## src/hw/rtl/plr_pkg.sv

```systemverilog
package plr_pkg;

	localparam int NUM_SENSORS_DEF = 8;
	localparam int MAX_SENSORS     = 8;

	localparam int CNT_W  = 12;
	localparam int RAD_W  = 10;
	localparam int ANG_W  = 12;
	localparam int DEG_W  = 9;
	localparam int INT_W  = 12;
	localparam int LL_W   = 48;
	localparam int LANE_W = 38;
	localparam int DIV_W  = 30;
	localparam int DVS_W  = 10;

	localparam int FULL_TURN     = 360;
	localparam int HALF_TURN     = 180;
	localparam int QUARTER_TURN  = 90;
	localparam int THREE_QUARTER = 270;

	localparam longint unsigned DEG_RAD_Q30 = 64'd18740330;
	localparam logic [30:0] LOG2E_Q30   = 31'd1549082005;
	localparam logic [29:0] LN2_Q30     = 30'd744261118;
	localparam logic signed [22:0] LN_2P16_Q16 = 23'sd726817;

	localparam int PADDR_W = 4;

	localparam logic [1:0] REG_RING_RADIUS = 2'd0;
	localparam logic [1:0] REG_ATTEN_LEN   = 2'd1;
	localparam logic [1:0] REG_SPACING     = 2'd2;

	localparam int COS_DEPTH = 128;
	typedef logic [16:0] cos_tab_t [COS_DEPTH];

	// shift-subtract quotient, only used while building the table
	function automatic longint unsigned udiv64(longint unsigned num,
			longint unsigned den);
		longint unsigned quo, rem;
		quo = '0;
		rem = '0;
		for (int b = 63; b >= 0; b--) begin
			rem = {rem[62:0], num[b]};
			if (rem >= den) begin
				rem    = rem - den;
				quo[b] = 1'b1;
			end
		end
		return quo;
	endfunction

	// cos(k deg) in Q16 for k = 0..90, Taylor series in Q30; unused entries zero
	function automatic cos_tab_t build_cos_tab();
		cos_tab_t tab;
		longint unsigned x, x2, term, dv;
		longint sum;
		for (int k = 0; k < COS_DEPTH; k++) begin
			tab[k] = '0;
			if (k <= QUARTER_TURN) begin
				x    = 64'(k) * DEG_RAD_Q30;
				x2   = (x * x) >> 30;
				term = 64'd1 << 30;
				sum  = 64'sd1 << 30;
				for (int i = 1; i <= 10; i++) begin
					dv   = 64'((2 * i - 1) * (2 * i));
					term = udiv64((term * x2) >> 30, dv);
					if ((i % 2) == 1) sum = sum - longint'(term);
					else sum = sum + longint'(term);
				end
				if (sum < 0) sum = 0;
				tab[k] = 17'((64'(sum) + 64'd8192) >> 14);
			end
		end
		return tab;
	endfunction

	localparam cos_tab_t COS_TAB = build_cos_tab();

	typedef enum logic [4:0] {
		LN_IDLE, LN_MODA, LN_MODB, LN_MUL1, LN_MUL2, LN_SQRT, LN_XGO, LN_XWAIT,
		LN_LOG2E, LN_TFRAC, LN_EMUL, LN_EGO, LN_EWAIT, LN_LAM, LN_LNP, LN_LNSQ,
		LN_LNMUL, LN_TERM, LN_DONE
	} lane_state_t;

	typedef enum logic [1:0] {ST_IDLE, ST_RUN, ST_SUM, ST_CMP} top_state_t;

	typedef struct packed {
		logic load;
		logic sum_en;
		logic cmp_en;
	} merge_ctrl_t;

endpackage

```

## src/hw/rtl/plr_merge.sv

```systemverilog
module plr_merge #(
	parameter int NUM_SENSORS = plr_pkg::NUM_SENSORS_DEF
) (
	input  logic                              clk,
	input  logic                              arst_n,
	input  plr_pkg::merge_ctrl_t              ctrl,
	input  logic signed [plr_pkg::LANE_W-1:0] terms [NUM_SENSORS],
	input  logic [plr_pkg::RAD_W-1:0]         cand_radius,
	input  logic [plr_pkg::DEG_W-1:0]         cand_angle,
	input  logic [plr_pkg::INT_W-1:0]         cand_intensity,
	input  logic                              first_candidate,
	output logic signed [plr_pkg::LL_W-1:0]   log_likelihood,
	output logic signed [plr_pkg::LL_W-1:0]   best_value,
	output logic [plr_pkg::RAD_W-1:0]         best_radius_out,
	output logic [plr_pkg::DEG_W-1:0]         best_angle_out,
	output logic [plr_pkg::INT_W-1:0]         best_intensity_out,
	output logic                              is_new_best
);
	import plr_pkg::*;

	logic [RAD_W-1:0] r_q;
	logic [DEG_W-1:0] th_q;
	logic [INT_W-1:0] n0_q;
	logic             first_q;
	logic signed [LL_W-1:0] sum_s1;

	logic signed [LL_W-1:0] best_score_q;
	logic [RAD_W-1:0] best_radius_q;
	logic [DEG_W-1:0] best_angle_q;
	logic [INT_W-1:0] best_intensity_q;

	logic signed [LL_W-1:0] sum_d, base_score, nxt_score;
	logic [RAD_W-1:0] nxt_radius;
	logic [DEG_W-1:0] nxt_angle;
	logic [INT_W-1:0] nxt_intensity;
	logic             nxt_new;

	always_comb begin
		sum_d = '0;
		for (int m = 0; m < NUM_SENSORS; m++) begin
			sum_d = sum_d + LL_W'(terms[m]);
		end
	end

	// first candidate zeroes the stored best before the compare
	always_comb begin
		base_score    = first_q ? '0 : best_score_q;
		nxt_score     = base_score;
		nxt_radius    = first_q ? '0 : best_radius_q;
		nxt_angle     = first_q ? '0 : best_angle_q;
		nxt_intensity = first_q ? '0 : best_intensity_q;
		nxt_new       = 1'b0;
		if (sum_s1 > base_score) begin
			nxt_score     = sum_s1;
			nxt_radius    = r_q;
			nxt_angle     = th_q;
			nxt_intensity = n0_q;
			nxt_new       = 1'b1;
		end
	end

	always_ff @(posedge clk or negedge arst_n) begin
		if (!arst_n) begin
			best_score_q     <= '0;
			best_radius_q    <= '0;
			best_angle_q     <= '0;
			best_intensity_q <= '0;
		end else if (ctrl.cmp_en) begin
			best_score_q     <= nxt_score;
			best_radius_q    <= nxt_radius;
			best_angle_q     <= nxt_angle;
			best_intensity_q <= nxt_intensity;
		end
	end

	always_ff @(posedge clk) begin
		if (ctrl.load) begin
			r_q     <= cand_radius;
			th_q    <= cand_angle;
			n0_q    <= cand_intensity;
			first_q <= first_candidate;
		end
		if (ctrl.sum_en) sum_s1 <= sum_d;
		if (ctrl.cmp_en) begin
			log_likelihood     <= sum_s1;
			best_value         <= nxt_score;
			best_radius_out    <= nxt_radius;
			best_angle_out     <= nxt_angle;
			best_intensity_out <= nxt_intensity;
			is_new_best        <= nxt_new;
		end
	end

endmodule

```

## config.mk

```make
export PLATFORM = sky130hd
export DESIGN_NAME = plr_merge
export DESIGN_NICKNAME = d
export VERILOG_FILES = /design/src/hw/rtl/plr_pkg.sv /design/src/hw/rtl/plr_merge.sv
export SDC_FILE = /design/constraint.sdc
export NUM_CORES = 1
export LEC_CHECK = 0
export BUFFER_PORTS_ARGS = -buffer_cell sky130_fd_sc_hd__buf_2
export CORE_AREA = 2 2 162 228
export DETAILED_ROUTE_END_ITERATION = 7
export DIE_AREA = 0 0 164 230
export GPL_TIMING_DRIVEN = 0
export HOLD_SLACK_MARGIN = 0.1
export PLACE_DENSITY = 0.93
export SETUP_SLACK_MARGIN = 0.1
export SLEW_MARGIN = 20
export SYNTH_ARGS = -nofsm -noshare
export SYNTH_HDL_FRONTEND = slang
export SYNTH_SLANG_ARGS = --single-unit
```

## constraint.sdc

```tcl
create_clock -name clk -period 8.65 [get_ports clk]
set_input_delay 0.865 -clock clk [delete_from_list [all_inputs] [get_ports clk]]
set_output_delay 0.865 -clock clk [all_outputs]
set_load 0.02 [all_outputs]
```

# Yosys cells after proc, flatten, opt, wreduce, memory -nomap -nowiden
# Cells that the tools add are included.
[totals]
register_bits = 287
input_bits = 341
out_inout_bits = 128
wordCells = 32
[classes]
add_sub_neg = 7
order_cmp = 1
mux = 9
[ops]
columns = ["operator", "n"]
rows = [
  ["$mux W48", 2],
  ["$gt A48 B48 Y1", 1],
  ["$add A44 B38 Y45", 1],
  ["$add A43 B38 Y44", 1],
  ["$add A42 B38 Y43", 1],
  ["$add A41 B38 Y42", 1],
  ["$add A40 B38 Y41", 1],
  ["$add A39 B38 Y40", 1],
  ["$add A38 B38 Y39", 1],
  ["$mux W12", 2],
  ["$mux W10", 2],
  ["$mux W9", 2],
  ["$mux W1", 1],
]

# Logic depth before layout (Yosys ltp)
[depth]
depth_word = 7
mapped_depth = 18
mapped_depth_nobuf = 18

# Worst setup path before layout
# OpenSTA, ideal clock, no wires.
[synth_timing]
path_kind = "input port to flip-flop"
startpoint = "in terms[2] (netlist name)"
endpoint = "reg sum_s1[30], data pin"
setup_time_ps = 260
arrival_ps = 5311
required_ps = 8390
path_slack_ps = 3079
path_stages = 18
n_path_buf = 0
cell_sequence = "inv_1 -> fa_1 -> inv_1 -> fa_1 -> fa_1 -> inv_1 -> fa_1 -> inv_1 -> ha_1 -> fa_1 -> a21o_1 -> a221oi_1 -> or3b_1 -> a2111o_1 -> nand3b_1 -> a311oi_1 -> mux2i_1 -> nand2_1"
[synth_via]
elab_chain_len = 1
[synth_lines]
columns = ["element", "line", "source"]
rows = [
  ["start, declared", "plr_merge.sv:7", "input logic signed [plr_pkg::LANE_W-1:0] terms [NUM_SENSORS],"],
  ["$add A44 B38 Y45", "plr_merge.sv:41", "sum_d = sum_d + LL_W'(terms[m]);"],
  ["net sum_d[30]", "plr_merge.sv:32", "logic signed [LL_W-1:0] sum_d, base_score, nxt_score;"],
  ["end signal, assigned", "plr_merge.sv:83", "if (ctrl.sum_en) sum_s1 <= sum_d;"],
  ["end, declared", "plr_merge.sv:25", "logic signed [LL_W-1:0] sum_s1;"],
]
# The timed path passes the listed nets, and every way through them passes these cells.
# A chain may end at the register's enable or synchronous reset.

# Worst setup path in the final report
[layout_timing]
startpoint = "in terms[2] (netlist name)"
endpoint = "reg sum_s1[46], data pin"
# Same word-level chain as after synthesis.

==> results.sh <==
export IMPL_outcome="finished clean"
export IMPL_yosys_mux_area_fraction_pct=7.469
export IMPL_die_w_um=164
export IMPL_fp_dieH_um=230
export IMPL_antenna_found_initial=1
export IMPL_crit_type="in -> reg"
export IMPL_path_cells="buf_2 -> inv_1 -> fa_1 -> inv_1 -> fa_1 -> fa_1 -> inv_1 -> fa_1 -> inv_1 -> ha_1 -> fa_1 -> a21o_1 -> a221oi_1 -> or3b_1 -> a2111o_1 -> nand2_1 -> a31oi_1 -> a21boi_1 -> o21bai_1"
export IMPL_worst_pin_slew_ps=1107
export IMPL_wl_per_cell_um=17.40
export IMPL_syn_inst=1952
export IMPL_synth_area_um2=21140
export IMPL_io_buffer_count=468
export IMPL_reg2regPathDepth=15
export IMPL_synth_compound_area_share_pct=5.332
export IMPL_grt_start_max_net_pins=83
export IMPL_ys_flop_type="edfxtp_1"
export IMPL_io_pins=469
export IMPL_gp_congestion=0.9178
export IMPL_slew_headroom_pct=26.19
export IMPL_path_common_cell="fa_1"
export IMPL_cts_clk_slew_worst_paths_ps=60
export IMPL_core_area_um2=35600
export IMPL_cp_arrival_ps=6290
export IMPL_synth_top_cell_by_area="edfxtp_1"
export IMPL_grt_pass1_vias=17180
export IMPL_finalSetupViolCount=0
export IMPL_area_growth_pct=18.39
export IMPL_peakVddDrop_uv=262.6
export IMPL_clk_latency_ps=540
export IMPL_postCtsHoldBufs=0
export IMPL_fin_nets=3115
export IMPL_crit_path_start_kind="input pin"
export IMPL_final_core_util_pct=70.30
export IMPL_required_ps=8980
export IMPL_synth_edff_count=202
export IMPL_path_max_fanout=4
export IMPL_max_stage_delay_ps=540
export IMPL_cts_tree="built"
export IMPL_cts_resized=0
export IMPL_dieArea_um2=37720
export IMPL_drv_cap=0
export IMPL_slew_viol_final=0
export IMPL_drc=0
export IMPL_power_leakage_nw=13.50
export IMPL_synth_async_reset_ratio_pct=28.11
export IMPL_hpwl_mm=41.40
export IMPL_crit_family="adder cells"
export IMPL_hp_class="in -> async"
export IMPL_overflow=0
export IMPL_placed_cells=2884
export IMPL_start_util_pct=59.38
export IMPL_yosys_area_share_simple_pct=7.339
export IMPL_fin_setup_tns_ps=0
export IMPL_worstSetupEndpointType="flip-flop"
export IMPL_synth_top_family_by_area="adder cells"
export IMPL_drive_above_1_share_pct=22.06
export IMPL_synth_avg_cell_area_um2=10.83
export IMPL_dr_pass1_iters=5
export IMPL_vias=15310
export IMPL_synth_fa_ha_area_share_pct=27.35
export IMPL_synth_xor_area_share_pct=1.243
export IMPL_h_tree_depth=1
export IMPL_ys_top_cells_by_area="edfxtp_1 (29%), fa_1 (22%), inv_1 (11%)"
export IMPL_cts_sinks=281
export IMPL_ys_types=73
export IMPL_rows=82
export IMPL_postCtsSetupBuffers=0
export IMPL_final_cell_count_no_fill=2933
export IMPL_ys_warn_count=0
export IMPL_skew_ps=21.51
export IMPL_cp_depth=19
export IMPL_numCtsBuffers=27
export IMPL_drt_vias_per_instance=5.219
export IMPL_yosysTopAreaCellShare_pct=28.69
export IMPL_drt_initial_drc_count=1093
export IMPL_cts_root_buf="clkbuf_16"
export IMPL_crit_slowest_cell="fa_1"
export IMPL_post_route_period_util_pct=68.85
export IMPL_power_density_nw_per_um2=435.2
export IMPL_antenna_cells=0
export IMPL_finalCriticalPeriod_ps=5955
export IMPL_synth_net_count=2616
export IMPL_fmax_mhz=167.9
export IMPL_drt_wl_total_mm=51.04
export IMPL_seq_area_frac_synth_pct=38.04
export IMPL_grt_usage_pct=27.63
export IMPL_drtAntennaViolNets=0
export IMPL_final_hold_viol_count=0
export IMPL_grt_pass1_wl_mm=81.75
export IMPL_fillers=2374
export IMPL_yosys_register_bits=281
export IMPL_crit_buf_inv=5
export IMPL_rsz0062_at_grt="false"
export IMPL_clock_path_buffers=3
==> final cells by class <==
cell class | count | area [um^2] | area share, %
well taps | 462 | 578.1 | 2.310
inverters | 647 | 2429 | 9.703
clock buffers | 34 | 701.9 | 2.804
flip-flops and latches | 281 | 8043 | 32.13
plain buffers | 46 | 366.6 | 1.465
repair buffers | 470 | 2410 | 9.628
multi-input cells | 978 | 10300 | 41.17
clock inverters | 15 | 197.7 | 0.7898
==> registers in the layout, indices dropped and copies added (netlist names), 10 cells and up <==
| name | count |
|---|---|
| sum_s1 | 45 |
| best_intensity_q | 12 |
| log_likelihood | 45 |
| best_score_q | 48 |
| n0_q | 12 |
| best_intensity_out | 12 |
| best_radius_q | 10 |
| best_radius_out | 10 |
| best_value | 48 |
| r_q | 10 |
==> placed cells by master, fill, tap and decap left out, types with 8 or more instances in the layout <==
cell / count
nand4_1: 10
clkbuf_16: 27
nand2_1: 105
a21o_1: 23
nor3_1: 12
edfxtp_1: 202
nor2_1: 29
fa_1: 232
inv_1: 647
mux2i_1: 151
ha_1: 91
nand3_1: 11
nand2b_1: 83
a21oi_1: 58
xor2_1: 9
clkbuf_1: 30
nor2b_1: 15
and3_1: 15
buf_2: 468
o21ai_0: 28
buf_6: 8
xnor2_1: 21
dfrtp_1: 79
==> layer usage <==
metal,global-route usage (%),vias up,share of wire [%]
met5,0,-,0
met3,3.589,162,5.5
met1,30.04,7515,35
li1,-,6983,-
met4,12.80,0,4.7
met2,52.38,648,55
==> cells in the mapped netlist, types with 3 or more instances <==
cell,number
nand2b_1,83
a311oi_1,3
clkbuf_1,23
buf_12,6
mux2i_1,151
nor2b_1,15
ha_1,91
buf_4,6
edfxtp_1,202
nor3_1,12
o21a_1,5
nand3_1,11
mux2_1,5
a21o_1,23
nor2_1,29
a211oi_1,7
o21bai_1,5
xor2_1,9
a21oi_1,58
nand2_1,105
inv_1,647
o21ai_0,28
xnor2_1,21
nand4_1,10
a21bo_2,4
buf_6,8
and3_1,15
fa_1,232
a211o_1,3
dfrtp_1,79
==> worst register-to-register path, stage by stage (launching register included) <==
cell and delay, ps:
edfxtp_1 530, clkbuf_1 390, nor2b_1 310, inv_1 70, ha_1 340, nand4_1 190, or2_1 330, nor3_4 290
nand3_1 210, and3_1 260, a22o_4 250, nand2b_2 80, buf_6 110, buf_12 160, buf_12 170, mux2i_1 310
==> cells by family (layout without fill, tap and decap cells) <==
group / after synthesis / count (layout)
muxes: 157 / 157
AOI/OAI and AO/OA: 170 / 170
xor gates and xnor gates: 30 / 30
adders and majority gates: 323 / 323
and+or+nand+nor: 298 / 298
DFF: 281 / 281
buffers and inverters: 693 / 1212
==> report_power, final <==
group	internal [mW]	leakage, nW	switching (mW)
registers	2.39	3.00	0.310
logic	2.91	10.1	4.06
clock network	0.722	0.438	0.496
total	6.03	13.5	4.86
==> through the flow <==
step           setup WS [ps]  cell area [um^2]  hold slack, ps  power (mW)
5_1_grt                 2532             25030           344.0       11.74
4_1_cts                 2824             25030           323.5       10.85
3_3_place_gp            2397             24060           473.8       9.168
6_report                2695             25030           326.5       10.89
3_5_place_dp            2313             24130           482.0       9.570
2_1_floorplan           3079             21140           442.3       7.791
==> worst paths after layout <==
kind	end	slack (ps)	from
hold reg to reg	log_likelihood[26]	490	sum_s1[26]
max in group asynchronous	best_score_q[1]	7710	arst_n
setup reg to reg	best_value[32]	4440	first_q
setup / recovery	sum_s1[46]	2690	terms[2]
min in group clk	log_likelihood[26]	490	sum_s1[26]
hold / removal	best_score_q[46]	330	arst_n
Power figures use the tool's default switching activity.
